$ cat config.mk
export PLATFORM = sky130hd
export DESIGN_NAME = rac_byte_dec
export DESIGN_NICKNAME = d
export VERILOG_FILES = /design/src/rac_pkg.sv /design/src/rac_byte_dec.sv
export SDC_FILE = /design/constraint.sdc
export NUM_CORES = 2
export LEC_CHECK = 0
export BUFFER_PORTS_ARGS = -buffer_cell sky130_fd_sc_hd__buf_2
export CORE_UTILIZATION = 55
export DETAILED_ROUTE_END_ITERATION = 8
export PLACE_DENSITY = 0.77
export SETUP_SLACK_MARGIN = 0.3
export SYNTH_ARGS = -nofsm -noshare
export SYNTH_HDL_FRONTEND = slang
export SYNTH_SLANG_ARGS = --single-unit
$ cat constraint.sdc
create_clock -name vclk -period 8.55
set_input_delay 0.4275 -clock vclk [all_inputs]
set_output_delay 0.4275 -clock vclk [all_outputs]
set_load 0.01 [all_outputs]
$ cat src/rac_pkg.sv
// Shared types and constants for the region access checker.
// No dependencies; imported by every module of the block.
`default_nettype none

package rac_pkg;

	localparam int MAX_REGIONS = 6;
	localparam int APB_ADDR_W  = 6;
	localparam int APB_DATA_W  = 64;
	localparam int BYTE_LANES  = 4;

	typedef enum logic [2:0] {
		KIND_RAM   = 3'd0,
		KIND_ROM   = 3'd1,
		KIND_FLASH = 3'd2,
		KIND_MMIO  = 3'd3,
		KIND_NONE  = 3'd4
	} kind_t;

	typedef enum logic [1:0] {
		FAULT_OK        = 2'd0,
		FAULT_UNALIGNED = 2'd1,
		FAULT_UNMAPPED  = 2'd2,
		FAULT_READ_ONLY = 2'd3
	} fault_t;

	localparam logic [1:0] SIZE_BYTE = 2'd0;
	localparam logic [1:0] SIZE_HALF = 2'd1;

	localparam logic [2:0] NO_REGION = 3'd6;

	localparam logic [2:0] REG_WATCH_RANGE  = 3'd6;
	localparam logic [2:0] REG_WATCH_ENABLE = 3'd7;

	localparam kind_t REGION_KINDS [MAX_REGIONS] = '{
		KIND_RAM, KIND_RAM, KIND_ROM, KIND_FLASH, KIND_FLASH, KIND_MMIO
	};

	typedef struct packed {
		logic [31:0] base;
		logic [31:0] size;
	} region_t;

	typedef struct packed {
		logic [31:0] start;
		logic [31:0] len;
		logic [1:0]  en;
	} watch_t;

	typedef struct packed {
		logic        hit;
		logic [2:0]  idx;
		kind_t       kind;
		logic [31:0] base;
		logic        trig;
	} byte_res_t;

	typedef struct packed {
		logic [4:0]  pad;
		logic [1:0]  size_code;
		logic [31:0] address;
		logic        op;
	} in_item_t;

	typedef struct packed {
		logic [1:0]  pad;
		logic [2:0]  watch_hits;
		logic [2:0]  bytes_done;
		logic [31:0] offset;
		logic [2:0]  region_kind;
		logic [2:0]  region_index;
		logic [1:0]  fault;
	} out_item_t;

endpackage

`default_nettype wire

$ cat src/rac_byte_dec.sv
// Decode of one byte address: region select, range hit and watchpoint trigger.
// Depends on rac_pkg.
`default_nettype none

module rac_byte_dec import rac_pkg::*; #(
	parameter int NUM_REGIONS = 6
) (
	input  wire logic [31:0] addr,
	input  wire logic        is_write,
	input  wire region_t     regions [NUM_REGIONS],
	input  wire watch_t      watch,
	output byte_res_t        res
);

	logic [NUM_REGIONS-1:0] le;
	logic [NUM_REGIONS-1:0] win;
	logic [31:0]            sel_base;
	logic [31:0]            sel_end;
	logic [2:0]             sel_idx;
	kind_t                  sel_kind;
	logic                   hit;
	logic [31:0]            watch_end;
	logic                   watch_on;

	always_comb begin
		for (int i = 0; i < NUM_REGIONS; i++) begin
			le[i] = regions[i].base <= addr;
		end
		for (int i = 0; i < NUM_REGIONS; i++) begin
			win[i] = le[i];
			for (int j = 0; j < NUM_REGIONS; j++) begin
				if (j < i && le[j] && regions[i].base < regions[j].base) win[i] = 1'b0;
				if (j > i && le[j] && regions[i].base <= regions[j].base) win[i] = 1'b0;
			end
		end
		sel_base = '0;
		sel_end  = '0;
		sel_idx  = NO_REGION;
		sel_kind = KIND_NONE;
		for (int i = 0; i < NUM_REGIONS; i++) begin
			if (win[i]) begin
				sel_base = regions[i].base;
				sel_end  = regions[i].base + regions[i].size;
				sel_idx  = 3'(i);
				sel_kind = REGION_KINDS[i];
			end
		end
		hit = (|win) && (addr < sel_end);
	end

	assign watch_end = watch.start + watch.len;
	assign watch_on  = is_write ? watch.en[1] : watch.en[0];

	always_comb begin
		res.hit  = hit;
		res.idx  = hit ? sel_idx : NO_REGION;
		res.kind = hit ? sel_kind : KIND_NONE;
		res.base = sel_base;
		res.trig = watch_on && addr >= watch.start && addr < watch_end
			&& !(sel_kind == KIND_MMIO && !is_write);
	end

endmodule

`default_nettype wire

## After elaboration in Yosys (flattened, before gate mapping)

Index checks and enable logic that the tools add are counted.

- Register bits after elaboration: 0
- Latch bits: 0
- Memory bits (writable): 0
- ROM bits: 0
- Input bits: 483
- Memories: 0

- $add $sub $neg: 7
- Multiply operators: 0
- Div/mod/pow operators: 0
- Magnitude comparators: 39
- Equal/unequal tests: 1
- Shift operators: 0
- Mux-type cells: 57
- Bitwise operators: 0
- Reductions and logical operators: 38

Operator list:

| cell | count |
|---|---|
| $le 32x32->1 | 21 |
| $lt 32x32->1 | 17 |
| $mux 32 | 12 |
| $add 32x32->32 | 7 |
| $mux 3 | 14 |
| $logic_and 1x1->1 | 35 |
| $ge 32x32->1 | 1 |
| $mux 1 | 31 |
| $reduce_or 6->1 | 1 |
| $eq 3x2->1 const B | 1 |
| $logic_not 1->1 | 2 |

## Depth between registers and ports, before layout

- Depth in word-level cells: 17
- Gate-level depth with buffers: 28
- Gate-level depth less buffers: 25

## Worst setup path before layout

No wires, ideal clock.

- Kind: in2out
- Start: input addr[15]
- End: output res[37] in the netlist's numbering
- Arrival: 5.807 ns
- Path slack: 2.316 ns
- Stages: 25
- Buffers on the path: 0
- Cell sequence: inv_1 ha_1 nand3_1 or3_1 or3_1 or4_1 o31ai_2 nand2_4 or4b_4 o31ai_4 a21oi_1 a221o_1 and3_1 ha_1 a21o_1 a21o_1 a21o_1 a21o_1 a21oi_1 nor2b_1 o21ai_0 nand2b_1 a21oi_1 a21boi_1 or3b_1

RTL lines:

| what | RTL line | source |
|---|---|---|
| start, declared | rac_byte_dec.sv:8 | `input wire logic [31:0] addr,` |
| end, declared | rac_byte_dec.sv:12 | `output byte_res_t res` |

==> results by group <==
Die
  • IO Count: 523
  • Die Height: 235 µm
  • Starting Density: 56.2%
  • Std-Cell Rows: 84
  • Core ar.: 53100 µm²
  • Chip width: 235 µm
  • DIE AREA: 55100 µm²

STA
  • Fin crit share: 89.9%
  • Fmax: 130 MHz
  • Worst Tran Pin Value: 1.09 ns
  • Post-route worst setup slack: 0.867 ns
  • Slew Viols, Final: 0
  • Tmin final: 7.68 ns
  • Setup TNS Final: 0 ns
  • Worst rel slew slack: 27.1%
  • Final hold vios: 0
  • RSZ-0062 raised after global routing: no
  • Final setup viols: 0

Yosys
  • Yosys top cell by area: ha_1
  • Post-synth top area share: 41.3%
  • Synth Area per Inst: 7.60 µm²
  • Register area share after synthesis: 0%
  • Most frequent cell after synthesis: ha_1
  • Post-Syn Nets: 5395
  • Synth top area cells: ha_1 41%, a21oi_1 6.3%, a21o_1 5.2%, o21ai_0 4.0%, xnor2_1 3.8%
  • Yosys cell types: 89
  • Post-Syn Area: 29800 µm²
  • Post-synth top cells: 983 x ha_1, 375 x a21oi_1, 284 x inv_1
  • Syn Inst Count: 3922
  • Warnings from Yosys: 0

Clock tree
  • Post-CTS resize count: 0
  • Post-CTS Hold Buffers: 0
  • Post-CTS setup buffer count: 0

Layout
  • Synth-to-layout area growth: 11.5%
  • Fillers: 5021
  • Share of cells above drive strength 1: 13.5%
  • Clock buffer count: 0
  • NumNets Final: 5891
  • FF+latch count: 0
  • Reg area: 0 µm²

Status
  • Status: complete, no violations

Placement
  • Routability cong.: 1.10
  • IO buf count: 523
  • DPL Wire Length: 117000 µm
  • Pre-CTS WS: 1.21 ns

Worst setup path
  • Worst Setup End Kind: output pin
  • Critical Path Start Type: primary input
  • Data required time of the worst path: 8.12 ns
  • Worst path max stage delay: 0.80 ns
  • WP data arrival: 7.26 ns
  • Critical setup path kind: primary input to output pin
  • Critical path's slowest cell: o2111a_2
  • Crit Path Max Fanout: 35
  • Critical-path cell list: buf_2, inv_1, ha_1, nand4_1, nor4_1, a21boi_0, o31ai_1, a41oi_1, o221a_2, o2111a_2, buf_4, a22oi_1, a221o_1, o21ai_0, ha_1, a2111oi_0, buf_4, nand2_1, nor4bb_1, o31a_2, a311oi_1, or3b_1, buf_2

Power and ir drop
  • PwrDens: 82.7 nW/µm²
  • Leakage power: 0.0173 µW
  • Maximum VDD drop: 57.6 µV

Drt
  • Via Count: 34900
  • DRC: 0
  • Via density: 6.84
  • Pre-antenna DRT Iters: 9
  • Remaining antenna violation count after routing: 0
  • Total Wirelength: 137000 µm
  • Routed len/inst: 26.9 µm
  • Initial DRC count: 4296

GRT
  • Initial antenna violation count: 6
  • Overall routing resource usage: 47.1%
  • Largest net degree at the start of global routing: 51
  • Global route overflow: 0
  • Vias in the first global route: 31900
  • First-pass GRT wire length: 199000 µm

Run
  • MaxCap Viol Count: 0

Hold path
  • Hold/Removal Path Class: primary input to output pin
## metrics by stage
step | power, µW | hold WS, ns | cells | utilization, % | area, µm²
floorplan | 1700 | 0.984 | 3922 | - | 29800
global placement | 2600 | 1.26 | 5104 | 62.6 | 33200
detailed placement | 2620 | 1.26 | 5104 | 62.6 | 33200
CTS | 2640 | 1.26 | 5104 | 62.6 | 33200
global route | 2960 | 1.28 | 5104 | 62.6 | 33200
finish | 2750 | 1.26 | 5111 | 62.6 | 33300
## worst max-delay path: cells and delay by family
kind / cells / cell delay, ns
fa+ha+maj: 2 / 0.67
simple gates: 5 / 1.44
compound gates: 11 / 3.50
buf+inv: 5 / 1.18
## cell type report
cell class,instances,area (µm²),share of cell area (%)
multi-input combinational,3592,28600,85.9
timing repair buffer,540,2750,8.26
inverter,284,1070,3.21
tap,688,861,2.59
antenna,7,17.5,0.0527
## metal layers
metal	track usage, %	part of all wire [%]	wire length, µm
met5	0	0.029	40
met4	34.6	8.9	12200
met3	9.21	12	16000
met2	70.8	40	55000
met1	59.8	39	54200
## layout by cell type (no fill, tap or decap), drive strengths merged, types with 23 or more instances in the layout
master,n
xnor2,129
a31oi,34
nand2,231
o211ai,40
buf,540
a21oi,375
nand4,128
a221oi,23
a211oi,79
nor4,31
o21a,56
nor2b,62
and4,27
nand2b,47
nor2,201
nand3,139
a222oi,39
ha,983
o21ai,238
and3,33
nor3,69
xor2,58
o31ai,23
inv,284
a22oi,59
a21o,205
## power by group
part           switching, µW  leakage (µW)  total, µW  internal, µW
registers                  0             0          0             0
logic                   1670        0.0173       2750          1070
clock network              0  0.0000000450   0.000173      0.000173
## kinds of logic after synthesis
kind of cell	share of synthesized area, %
buf+inv	4.25
fa+ha+maj	41.7
compound gates	30.1
simple gates	18.3
xor+xnor	5.49
mux	0.109
## path summary, 6_finish.rpt
check / endpoint / cells after the start / slack (ns) / from
min: res[0] / 4 / 1.26 / watch[0]
max: res[37] / 23 / 0.87 / addr[7]
(Power assumes the default switching activity.)
